===== config.mk =====
export PLATFORM = sky130hd
export DESIGN_NAME = uart_command_motor_drive_flat
export DESIGN_NICKNAME = d
export VERILOG_FILES = /design/src/hw/rtl/ucmd_pkg.sv /design/src/hw/rtl/ucmd_ifs.sv /design/src/hw/rtl/uart_command_motor_drive.sv /design/src/hw/rtl/ucmd_duty.sv /design/src/flat_wrapper.sv
export SDC_FILE = /design/constraint.sdc
export NUM_CORES = 2
export LEC_CHECK = 0
export CAP_MARGIN = 20
export CORE_UTILIZATION = 50
export DETAILED_ROUTE_END_ITERATION = 8
export DONT_BUFFER_PORTS = 1
export GPL_ROUTABILITY_DRIVEN = 0
export PLACE_DENSITY = 0.68
export SLEW_MARGIN = 20
export SYNTH_ARGS = -nofsm -noshare
export SYNTH_HDL_FRONTEND = slang
export SYNTH_HIERARCHICAL = 1
export SYNTH_SLANG_ARGS = --single-unit
export TNS_END_PERCENT = 100

===== constraint.sdc =====
create_clock -name clk -period 6.9 [get_ports clk]
set_input_delay 1.035 -clock clk [delete_from_list [all_inputs] [get_ports clk]]
set_output_delay 1.035 -clock clk [all_outputs]
set_load 0.005 [all_outputs]

===== src/hw/rtl/ucmd_pkg.sv =====
package ucmd_pkg;

    localparam int PCT_W       = 7;
    localparam int DRIVE_W     = 8;
    localparam int DUTY_W      = 16;
    localparam int IDLE_W      = 17;
    localparam int TIMEOUT_W   = 16;
    localparam int CFG_IDX_W   = 2;
    localparam int CFG_DATA_W  = 16;
    localparam int TURN_PROD_W = 2 * PCT_W;
    localparam int DUTY_PROD_W = PCT_W + DUTY_W;
    localparam int LAMP_W      = 3;

    localparam logic [PCT_W-1:0] SPEED_BASE = 7'd40;
    localparam logic [PCT_W-1:0] SPEED_STEP = 7'd6;
    localparam logic [PCT_W-1:0] SPEED_FULL = 7'd100;
    localparam logic [PCT_W-1:0] PCT_CAP    = 7'd100;

    localparam logic [IDLE_W-1:0]    IDLE_MAX          = 17'd131071;
    localparam logic [TIMEOUT_W-1:0] TIMEOUT_RESET     = 16'd1000;
    localparam logic [DUTY_W-1:0]    FULL_SCALE_RESET  = 16'd899;
    localparam logic [PCT_W-1:0]     TURN_RESET        = 7'd85;

    // Division by 100 is done as a multiply by a rounded-up reciprocal and a shift.
    // Both constants are exact over the value ranges that reach them.
    localparam int TURN_RECIP_SHIFT = 19;
    localparam int TURN_PROD_FULL_W = 27;
    localparam logic [TURN_PROD_FULL_W-1:0] TURN_RECIP = 27'd5243;
    localparam int DUTY_RECIP_SHIFT = 30;
    localparam int DUTY_PROD_FULL_W = 47;
    localparam logic [DUTY_PROD_FULL_W-1:0] DUTY_RECIP = 47'd10737419;

    localparam logic [7:0] CH_0       = 8'h30;
    localparam logic [7:0] CH_9       = 8'h39;
    localparam logic [7:0] CH_Q_LOWER = 8'h71;
    localparam logic [7:0] CH_F       = 8'h46;
    localparam logic [7:0] CH_B       = 8'h42;
    localparam logic [7:0] CH_L       = 8'h4C;
    localparam logic [7:0] CH_R       = 8'h52;
    localparam logic [7:0] CH_G       = 8'h47;
    localparam logic [7:0] CH_I       = 8'h49;
    localparam logic [7:0] CH_H       = 8'h48;
    localparam logic [7:0] CH_J       = 8'h4A;
    localparam logic [7:0] CH_S       = 8'h53;
    localparam logic [7:0] CH_W_UPPER = 8'h57;
    localparam logic [7:0] CH_W_LOWER = 8'h77;
    localparam logic [7:0] CH_U_UPPER = 8'h55;
    localparam logic [7:0] CH_U_LOWER = 8'h75;
    localparam logic [7:0] CH_V_UPPER = 8'h56;
    localparam logic [7:0] CH_V_LOWER = 8'h76;

    localparam int LAMP_FRONT  = 0;
    localparam int LAMP_REAR   = 1;
    localparam int LAMP_BUZZER = 2;

    typedef enum logic [CFG_IDX_W-1:0] {
        CFG_TIMEOUT    = 2'd0,
        CFG_FULL_SCALE = 2'd1,
        CFG_TURN       = 2'd2
    } cfg_index_t;

    typedef enum logic {
        OP_BYTE = 1'b0,
        OP_TICK = 1'b1
    } opcode_t;

    typedef struct packed {
        logic b_load;
        logic c_load;
    } ucmd_stage_ctl_t;

    function automatic logic [PCT_W-1:0] div100_turn(input logic [TURN_PROD_W-1:0] x);
        logic [TURN_PROD_FULL_W-1:0] p;
        p = TURN_PROD_FULL_W'(x) * TURN_RECIP;
        return p[TURN_RECIP_SHIFT +: PCT_W];
    endfunction

    function automatic logic [DUTY_W-1:0] div100_duty(input logic [DUTY_PROD_W-1:0] x);
        logic [DUTY_PROD_FULL_W-1:0] p;
        p = DUTY_PROD_FULL_W'(x) * DUTY_RECIP;
        return p[DUTY_RECIP_SHIFT +: DUTY_W];
    endfunction

endpackage


===== src/hw/rtl/ucmd_ifs.sv =====
interface ucmd_cmd_if
    import ucmd_pkg::*;
();
    logic       valid;
    logic       ready;
    logic       opcode;
    logic [7:0] rx_byte;

    modport source (output valid, output opcode, output rx_byte, input ready);
    modport sink (input valid, input opcode, input rx_byte, output ready);
endinterface

interface ucmd_res_if
    import ucmd_pkg::*;
();
    logic              valid;
    logic              ready;
    logic [DUTY_W-1:0] left_fwd_duty;
    logic [DUTY_W-1:0] left_rev_duty;
    logic [DUTY_W-1:0] right_fwd_duty;
    logic [DUTY_W-1:0] right_rev_duty;
    logic              front_lamp;
    logic              rear_lamp;
    logic              buzzer;
    logic [PCT_W-1:0]  speed_level;
    logic              timed_out;

    modport source (
        output valid, output left_fwd_duty, output left_rev_duty,
        output right_fwd_duty, output right_rev_duty, output front_lamp,
        output rear_lamp, output buzzer, output speed_level, output timed_out,
        input ready
    );
    modport sink (
        input valid, input left_fwd_duty, input left_rev_duty,
        input right_fwd_duty, input right_rev_duty, input front_lamp,
        input rear_lamp, input buzzer, input speed_level, input timed_out,
        output ready
    );
endinterface

interface ucmd_cfg_if
    import ucmd_pkg::*;
();
    logic                  valid;
    logic                  ready;
    logic [CFG_IDX_W-1:0]  index;
    logic [CFG_DATA_W-1:0] data;

    modport source (output valid, output index, output data, input ready);
    modport sink (input valid, input index, input data, output ready);
endinterface


===== src/hw/rtl/uart_command_motor_drive.sv =====
// Command decoder for a two-motor drive: each item is a received command byte or a
// one-millisecond tick, and each item yields exactly one result with the four
// compare values, the lamp and buzzer bits, the speed setting and the timeout flag
// as they stand after that item. The block takes one item per clock cycle while the
// result port keeps up, and passes each result through the registered stages A, B and
// C; B and C carry the duty scaling, a multiply by the full-scale value followed by a
// reciprocal multiply for the division by one hundred, each with a register behind it.
// The configuration port is always ready; its writes are registered when presented.
module uart_command_motor_drive
    import ucmd_pkg::*;
(
    input  logic       clk,
    input  logic       rst_n,
    ucmd_cmd_if.sink   cmd,
    ucmd_res_if.source res,
    ucmd_cfg_if.sink   cfg
);

    logic [TIMEOUT_W-1:0] timeout_reg, timeout_next;
    logic [DUTY_W-1:0]    full_scale_reg, full_scale_next;
    logic [PCT_W-1:0]     turn_reg, turn_next;

    logic [PCT_W-1:0]          speed_reg, speed_next;
    logic [IDLE_W-1:0]         idle_reg, idle_next;
    logic signed [DRIVE_W-1:0] left_reg, left_next;
    logic signed [DRIVE_W-1:0] right_reg, right_next;
    logic [LAMP_W-1:0]         lamp_reg, lamp_next;
    logic [TURN_PROD_W-1:0]    turn_prod_reg, turn_prod_next;

    logic                      a_valid_reg, a_valid_next;
    logic signed [DRIVE_W-1:0] a_left_reg, a_right_reg;
    logic [LAMP_W-1:0]         a_lamp_reg;
    logic [PCT_W-1:0]          a_speed_reg;
    logic                      a_tout_reg;

    logic                      b_valid_reg, b_valid_next;
    logic [LAMP_W-1:0]         b_lamp_reg;
    logic [PCT_W-1:0]          b_speed_reg;
    logic                      b_tout_reg;

    logic                      c_valid_reg, c_valid_next;
    logic [LAMP_W-1:0]         c_lamp_reg;
    logic [PCT_W-1:0]          c_speed_reg;
    logic                      c_tout_reg;

    logic                      accept;
    logic                      cfg_write;
    logic                      tout;
    logic [IDLE_W-1:0]         idle_tick;
    logic [3:0]                digit;
    logic signed [DRIVE_W-1:0] s_val;
    logic signed [DRIVE_W-1:0] t_val;
    ucmd_stage_ctl_t           ctl;

    assign cfg.ready = 1'b1;
    assign cfg_write = cfg.valid;

    assign ctl.c_load = b_valid_reg && (!c_valid_reg || res.ready);
    assign ctl.b_load = a_valid_reg && (!b_valid_reg || ctl.c_load);
    assign cmd.ready  = !a_valid_reg || ctl.b_load;
    assign accept     = cmd.valid && cmd.ready;

    always_comb
    begin
        timeout_next    = timeout_reg;
        full_scale_next = full_scale_reg;
        turn_next       = turn_reg;
        if (cfg_write)
        begin
            case (cfg.index)
                CFG_TIMEOUT:    timeout_next    = cfg.data[TIMEOUT_W-1:0];
                CFG_FULL_SCALE: full_scale_next = cfg.data[DUTY_W-1:0];
                CFG_TURN:       turn_next       = cfg.data[PCT_W-1:0];
                default:        ;
            endcase
        end
    end

    always_comb
    begin
        s_val = DRIVE_W'(speed_reg);
        t_val = DRIVE_W'(div100_turn(turn_prod_reg));
        digit = 4'(cmd.rx_byte - CH_0);
        idle_tick = (idle_reg == IDLE_MAX) ? idle_reg : idle_reg + IDLE_W'(1);

        speed_next = speed_reg;
        idle_next  = idle_reg;
        left_next  = left_reg;
        right_next = right_reg;
        lamp_next  = lamp_reg;
        tout       = 1'b0;

        if (accept)
        begin
            if (cmd.opcode == OP_TICK)
            begin
                idle_next = idle_tick;
                tout = idle_tick > IDLE_W'(timeout_reg);
                if (tout)
                begin
                    left_next  = '0;
                    right_next = '0;
                end
            end
            else
            begin
                idle_next = '0;
                if (cmd.rx_byte >= CH_0 && cmd.rx_byte <= CH_9)
                begin
                    speed_next = SPEED_BASE + PCT_W'(digit) * SPEED_STEP;
                end
                else if (cmd.rx_byte == CH_Q_LOWER)
                begin
                    speed_next = SPEED_FULL;
                end
                unique case (cmd.rx_byte)
                    CH_F:
                    begin
                        left_next  = s_val;
                        right_next = s_val;
                    end
                    CH_B:
                    begin
                        left_next  = -s_val;
                        right_next = -s_val;
                    end
                    CH_L:
                    begin
                        left_next  = -t_val;
                        right_next = t_val;
                    end
                    CH_R:
                    begin
                        left_next  = t_val;
                        right_next = -t_val;
                    end
                    CH_G:
                    begin
                        left_next  = '0;
                        right_next = s_val;
                    end
                    CH_I:
                    begin
                        left_next  = s_val;
                        right_next = '0;
                    end
                    CH_H:
                    begin
                        left_next  = '0;
                        right_next = -s_val;
                    end
                    CH_J:
                    begin
                        left_next  = -s_val;
                        right_next = '0;
                    end
                    CH_S:
                    begin
                        left_next  = '0;
                        right_next = '0;
                    end
                    CH_W_UPPER: lamp_next[LAMP_FRONT]  = 1'b1;
                    CH_W_LOWER: lamp_next[LAMP_FRONT]  = 1'b0;
                    CH_U_UPPER: lamp_next[LAMP_REAR]   = 1'b1;
                    CH_U_LOWER: lamp_next[LAMP_REAR]   = 1'b0;
                    CH_V_UPPER: lamp_next[LAMP_BUZZER] = 1'b1;
                    CH_V_LOWER: lamp_next[LAMP_BUZZER] = 1'b0;
                    default:    ;
                endcase
            end
        end

        // The product for the turn magnitude is registered from the next speed and turn share,
        // so a turn command right after a speed change sees the new speed.
        turn_prod_next = TURN_PROD_W'(speed_next) * TURN_PROD_W'(turn_next);
    end

    always_comb
    begin
        a_valid_next = a_valid_reg;
        if (accept)
        begin
            a_valid_next = 1'b1;
        end
        else if (ctl.b_load)
        begin
            a_valid_next = 1'b0;
        end

        b_valid_next = b_valid_reg;
        if (ctl.b_load)
        begin
            b_valid_next = 1'b1;
        end
        else if (ctl.c_load)
        begin
            b_valid_next = 1'b0;
        end

        c_valid_next = c_valid_reg;
        if (ctl.c_load)
        begin
            c_valid_next = 1'b1;
        end
        else if (res.ready)
        begin
            c_valid_next = 1'b0;
        end
    end

    always_ff @(posedge clk or negedge rst_n)
    begin
        if (!rst_n)
        begin
            timeout_reg    <= TIMEOUT_RESET;
            full_scale_reg <= FULL_SCALE_RESET;
            turn_reg       <= TURN_RESET;
            speed_reg      <= SPEED_BASE;
            idle_reg       <= '0;
            left_reg       <= '0;
            right_reg      <= '0;
            lamp_reg       <= '0;
            turn_prod_reg  <= TURN_PROD_W'(SPEED_BASE) * TURN_PROD_W'(TURN_RESET);
            a_valid_reg    <= 1'b0;
            b_valid_reg    <= 1'b0;
            c_valid_reg    <= 1'b0;
        end
        else
        begin
            timeout_reg    <= timeout_next;
            full_scale_reg <= full_scale_next;
            turn_reg       <= turn_next;
            speed_reg      <= speed_next;
            idle_reg       <= idle_next;
            left_reg       <= left_next;
            right_reg      <= right_next;
            lamp_reg       <= lamp_next;
            turn_prod_reg  <= turn_prod_next;
            a_valid_reg    <= a_valid_next;
            b_valid_reg    <= b_valid_next;
            c_valid_reg    <= c_valid_next;
        end
    end

    always_ff @(posedge clk)
    begin
        if (accept)
        begin
            a_left_reg  <= left_next;
            a_right_reg <= right_next;
            a_lamp_reg  <= lamp_next;
            a_speed_reg <= speed_next;
            a_tout_reg  <= tout;
        end
        if (ctl.b_load)
        begin
            b_lamp_reg  <= a_lamp_reg;
            b_speed_reg <= a_speed_reg;
            b_tout_reg  <= a_tout_reg;
        end
        if (ctl.c_load)
        begin
            c_lamp_reg  <= b_lamp_reg;
            c_speed_reg <= b_speed_reg;
            c_tout_reg  <= b_tout_reg;
        end
    end

    ucmd_duty u_left_duty (
        .clk        (clk),
        .ctl        (ctl),
        .drive      (a_left_reg),
        .full_scale (full_scale_reg),
        .fwd_duty   (res.left_fwd_duty),
        .rev_duty   (res.left_rev_duty)
    );

    ucmd_duty u_right_duty (
        .clk        (clk),
        .ctl        (ctl),
        .drive      (a_right_reg),
        .full_scale (full_scale_reg),
        .fwd_duty   (res.right_fwd_duty),
        .rev_duty   (res.right_rev_duty)
    );

    assign res.valid       = c_valid_reg;
    assign res.front_lamp  = c_lamp_reg[LAMP_FRONT];
    assign res.rear_lamp   = c_lamp_reg[LAMP_REAR];
    assign res.buzzer      = c_lamp_reg[LAMP_BUZZER];
    assign res.speed_level = c_speed_reg;
    assign res.timed_out   = c_tout_reg;

endmodule


===== src/hw/rtl/ucmd_duty.sv =====
module ucmd_duty
    import ucmd_pkg::*;
(
    input  logic                      clk,
    input  ucmd_stage_ctl_t           ctl,
    input  logic signed [DRIVE_W-1:0] drive,
    input  logic [DUTY_W-1:0]         full_scale,
    output logic [DUTY_W-1:0]         fwd_duty,
    output logic [DUTY_W-1:0]         rev_duty
);

    logic [DRIVE_W-1:0]     abs_drive;
    logic [PCT_W-1:0]       mag;
    logic [DUTY_PROD_W-1:0] prod_next;
    logic [DUTY_PROD_W-1:0] prod_reg;
    logic                   rev_next;
    logic                   rev_reg;
    logic [DUTY_W-1:0]      duty;
    logic [DUTY_W-1:0]      fwd_duty_next;
    logic [DUTY_W-1:0]      rev_duty_next;
    logic [DUTY_W-1:0]      fwd_duty_reg;
    logic [DUTY_W-1:0]      rev_duty_reg;

    always_comb
    begin
        abs_drive = drive[DRIVE_W-1] ? DRIVE_W'(-drive) : DRIVE_W'(drive);
        if (abs_drive > DRIVE_W'(PCT_CAP))
        begin
            mag = PCT_CAP;
        end
        else
        begin
            mag = abs_drive[PCT_W-1:0];
        end
        prod_next = DUTY_PROD_W'(mag) * DUTY_PROD_W'(full_scale);
        rev_next  = drive[DRIVE_W-1];
    end

    always_comb
    begin
        duty = div100_duty(prod_reg);
        fwd_duty_next = rev_reg ? '0 : duty;
        rev_duty_next = rev_reg ? duty : '0;
    end

    always_ff @(posedge clk)
    begin
        if (ctl.b_load)
        begin
            prod_reg <= prod_next;
            rev_reg  <= rev_next;
        end
        if (ctl.c_load)
        begin
            fwd_duty_reg <= fwd_duty_next;
            rev_duty_reg <= rev_duty_next;
        end
    end

    assign fwd_duty = fwd_duty_reg;
    assign rev_duty = rev_duty_reg;

endmodule

===== src/flat_wrapper.sv =====
// flat-port wrapper written by rule: the top's interface ports become plain ports
module uart_command_motor_drive_flat import ucmd_pkg::*;
  (clk, rst_n, cmd_valid, cmd_opcode, cmd_rx_byte, cmd_ready, res_valid, res_left_fwd_duty, res_left_rev_duty, res_right_fwd_duty, res_right_rev_duty, res_front_lamp, res_rear_lamp, res_buzzer, res_speed_level, res_timed_out, res_ready, cfg_valid, cfg_index, cfg_data, cfg_ready);
  ucmd_cmd_if cmd_i ();
  ucmd_res_if res_i ();
  ucmd_cfg_if cfg_i ();
  input  logic clk;
  input  logic rst_n;
  input wire logic [$bits(cmd_i.valid)-1:0] cmd_valid;
  input wire logic [$bits(cmd_i.opcode)-1:0] cmd_opcode;
  input wire logic [$bits(cmd_i.rx_byte)-1:0] cmd_rx_byte;
  output wire logic [$bits(cmd_i.ready)-1:0] cmd_ready;
  output wire logic [$bits(res_i.valid)-1:0] res_valid;
  output wire logic [$bits(res_i.left_fwd_duty)-1:0] res_left_fwd_duty;
  output wire logic [$bits(res_i.left_rev_duty)-1:0] res_left_rev_duty;
  output wire logic [$bits(res_i.right_fwd_duty)-1:0] res_right_fwd_duty;
  output wire logic [$bits(res_i.right_rev_duty)-1:0] res_right_rev_duty;
  output wire logic [$bits(res_i.front_lamp)-1:0] res_front_lamp;
  output wire logic [$bits(res_i.rear_lamp)-1:0] res_rear_lamp;
  output wire logic [$bits(res_i.buzzer)-1:0] res_buzzer;
  output wire logic [$bits(res_i.speed_level)-1:0] res_speed_level;
  output wire logic [$bits(res_i.timed_out)-1:0] res_timed_out;
  input wire logic [$bits(res_i.ready)-1:0] res_ready;
  input wire logic [$bits(cfg_i.valid)-1:0] cfg_valid;
  input wire logic [$bits(cfg_i.index)-1:0] cfg_index;
  input wire logic [$bits(cfg_i.data)-1:0] cfg_data;
  output wire logic [$bits(cfg_i.ready)-1:0] cfg_ready;
  assign cmd_i.valid = cmd_valid;
  assign cmd_i.opcode = cmd_opcode;
  assign cmd_i.rx_byte = cmd_rx_byte;
  assign cmd_ready = cmd_i.ready;
  assign res_valid = res_i.valid;
  assign res_left_fwd_duty = res_i.left_fwd_duty;
  assign res_left_rev_duty = res_i.left_rev_duty;
  assign res_right_fwd_duty = res_i.right_fwd_duty;
  assign res_right_rev_duty = res_i.right_rev_duty;
  assign res_front_lamp = res_i.front_lamp;
  assign res_rear_lamp = res_i.rear_lamp;
  assign res_buzzer = res_i.buzzer;
  assign res_speed_level = res_i.speed_level;
  assign res_timed_out = res_i.timed_out;
  assign res_i.ready = res_ready;
  assign cfg_i.valid = cfg_valid;
  assign cfg_i.index = cfg_index;
  assign cfg_i.data = cfg_data;
  assign cfg_ready = cfg_i.ready;
  uart_command_motor_drive u_core (.clk(clk), .rst_n(rst_n), .cmd(cmd_i), .res(res_i), .cfg(cfg_i));
endmodule

==> results.toml <==
[outcome]
outcome = "complete, no violations"

[sta]
hold_viol_final = 0
setup_viol = 0
worst_pin_slew_ns = 0.879
slew_violations = 0
relSlewSlack_pct = 41.4
max_freq_mhz = 147
fin_skew_ns = 0.0290
period_needed_ns = 6.80
fin_crit_sh_pct = 98.5

[yosys]
avgSynthCellArea_um2 = 10.2
synth_compound_area_share_pct = 8.02
yosysSeqAreaShare_pct = 17.7
synth_top_family_by_area = "adder cells"
synth-simple-area-share_pct = 10.7
synth_adder_area_share_pct = 51.1
synth_xor_area_share_pct = 2.21
synth_edf_count = 161
ys_types = 107
muxShareOfSynthArea_pct = 1.16
synth_warnings = 6
async_reset_ff_share_pct = 38.1
netlist_area_mm2 = 0.0416
ys_ff_latch = 260
synth_ff_type = "edfxtp_1"
syn-num-nets = 5440
synthCells = 4080

[cells_and_area]
layout_commonest_cell = "inv_1"
antenna_cells = 0
post_route_cells_drive_above_1_share_pct = 7.82
multi_input_area_mm2 = 0.0308
area_growth_pct = 8.04
nets = 5530
seqCellArea_mm2 = 0.00734
final_cell_mix = "inv_1 (941), ha_1 (708), fa_1 (614)"
fin_util_pct = 54.6
fillerInstances = 7282
fin_area_mm2 = 0.0449

[placement]
post-dp-hpwl_mm = 78.5
port_buffers = 0
placed_area_mm2 = 0.0433

[worst_setup_path]
critPathMaxFanout = 6
critPathArrivalTime_ns = 7.16
timing.rr.start = "u_core/a_right_reg[1]"
startpoint_type = "register"
crit_path_start = "u_core/a_right_reg[1]"
rr_worst_depth = 26
r2r_slack_ns = 0.10
cp-end-kind = "register"
crit_end = "u_core/u_right_duty/prod_reg[20]"
r2r-end = "u_core/u_right_duty/prod_reg[20]"
critPathKind = "register to register"
crit_required_ns = 7.27

[drt]
wl_per_cell_um = 17.8
wl_met3_mm = 4.71
drt_wl_total_mm = 93.5
highest_layer = "met4"
drc_errors = 0
vias = 28500
wl_met2_mm = 45.4
via_per_inst = 5.42
postRouteAntennaNets = 0
drt_iter0_drc = 1600
m1WireLength_mm = 40.9
dr.pass1.iters = 7

[global_routing]
overflow = 0
grt_pass1_vias = 29600
grt_pass1_wl_mm = 154
antenna_found_initial = 0
grt_max_degree = 100
grt.total_usage_pct = 22.6

[floorplan]
pin_count = 110
start_util_pct = 50.6
coreArea_mm2 = 0.0822
rows = 105
die_w_um = 290
fp.dieArea_mm2 = 0.0843
die_h_um = 290

[clock_network]
clk_pin_slew_ns = 0.07
clock_sinks = 260
cts_max_level = 1
insertion_delay_ns = 0.63
hold_buffers = 0
cts.path.max_buffers = 3
cts_tree = "yes"
root_buffer = "clkbuf_16"
cts_made_buffers = 30

[hold_path]
hp-class = "input pin to async pin"

[job]
cap_violations = 0
routing by layer:
metal  track usage [%]  up-vias
li1                  -    13400
met1              30.3    14300
met2              38.6      627
met3              3.14      137
met4              5.92        0
met5                 0        -
what timing repair did:
item / in CTS / in global routing
gates cloned: 0 / 0
buffers inserted: 0 / 32
pin swaps: 1 / 30
endpoints found under the setup margin: 2 / 56
gates resized for setup: 3 / 72
cells in the mapped netlist (52+ instances only):
master	instances	area (µm²)
a21oi_1	119	596
o21ai_0	87	435
fa_1	615	12300
edfxtp_1	161	4830
nor3_1	54	270
nor2_1	127	477
nand2_1	223	837
and2_1	150	938
ha_1	713	8920
nand3_1	57	285
inv_1	943	3540
dfrtp_1	77	1930
xnor2_1	71	622
nor2b_1	76	475
a21o_1	52	390
how the worst min path moves through the flow:
stage,depth (start not counted),slack [ns],from,end
3_3_place_gp,0,0.40,u_core/a_speed_reg[1],u_core/b_speed_reg[1]
6_report,0,0.1,rst_n,u_core/idle_reg[6]
3_5_place_dp,0,0.41,u_core/b_speed_reg[2],u_core/res.speed_level[2]
5_1_grt,0,0.07,rst_n,u_core/timeout_reg[4]
4_1_cts,0,0.07,rst_n,u_core/idle_reg[6]
2_1_floorplan,0,0.40,u_core/a_lamp_reg[0],u_core/b_lamp_reg[0]
cells by family after synthesis:
group / after synthesis
flops: 260
other cells: 1
buf+inv: 1004
mux: 45
simple gates: 850
fa+ha+maj: 1329
xor+xnor: 105
compound gates: 486
worst max-delay path, cell delays in order (launching register included):
cell and delay [ns]:
edfxtp_1 0.43, or3_4 0.43, nor3_4 0.26, o211ai_1 0.16, o21ai_2 0.20, a21oi_2 0.11, a41oi_4 0.20, buf_4 0.16
nor2_4 0.06, and2_4 0.18, fa_1 0.53, inv_1 0.05, fa_1 0.52, inv_1 0.05, fa_1 0.48, inv_1 0.05
fa_1 0.47, inv_1 0.04, ha_1 0.19, or3_4 0.41, nor2_4 0.10, a21oi_2 0.07, a41o_1 0.23, o41a_1 0.42
a41o_1 0.28, o41ai_2 0.32, xnor2_1 0.14
final cells by class:
class                           count  area share, %
Inverter                          944           7.89
Tap cell                         1070           2.98
Clock inverter                     20          0.437
Timing Repair Buffer              118           2.00
Clock buffer                       36           1.77
Multi-Input combinational cell   2816           68.6
Sequential cell                   260           16.3
metrics by stage:
| stage | setup TNS (ns) | hold WS, ns | std cells | setup slack [ns] |
|---|---|---|---|---|
| 3_5_place_dp | -0.0350 | 0.406 | 5176 | -0.0350 |
| 5_1_grt | -0.208 | 0.0684 | 5264 | -0.125 |
| 2_1_floorplan | 0 | 0.400 | 4080 | 0.182 |
| 3_3_place_gp | 0 | 0.403 | 5176 | 0.0871 |
| 4_1_cts | 0 | 0.0652 | 5232 | 0.0366 |
| 6_report | 0 | 0.0975 | 5264 | 0.105 |
Power is left out: the tool's default activity adds up to more than one toggle a clock period on the data nets, which glitch-free logic cannot reach.
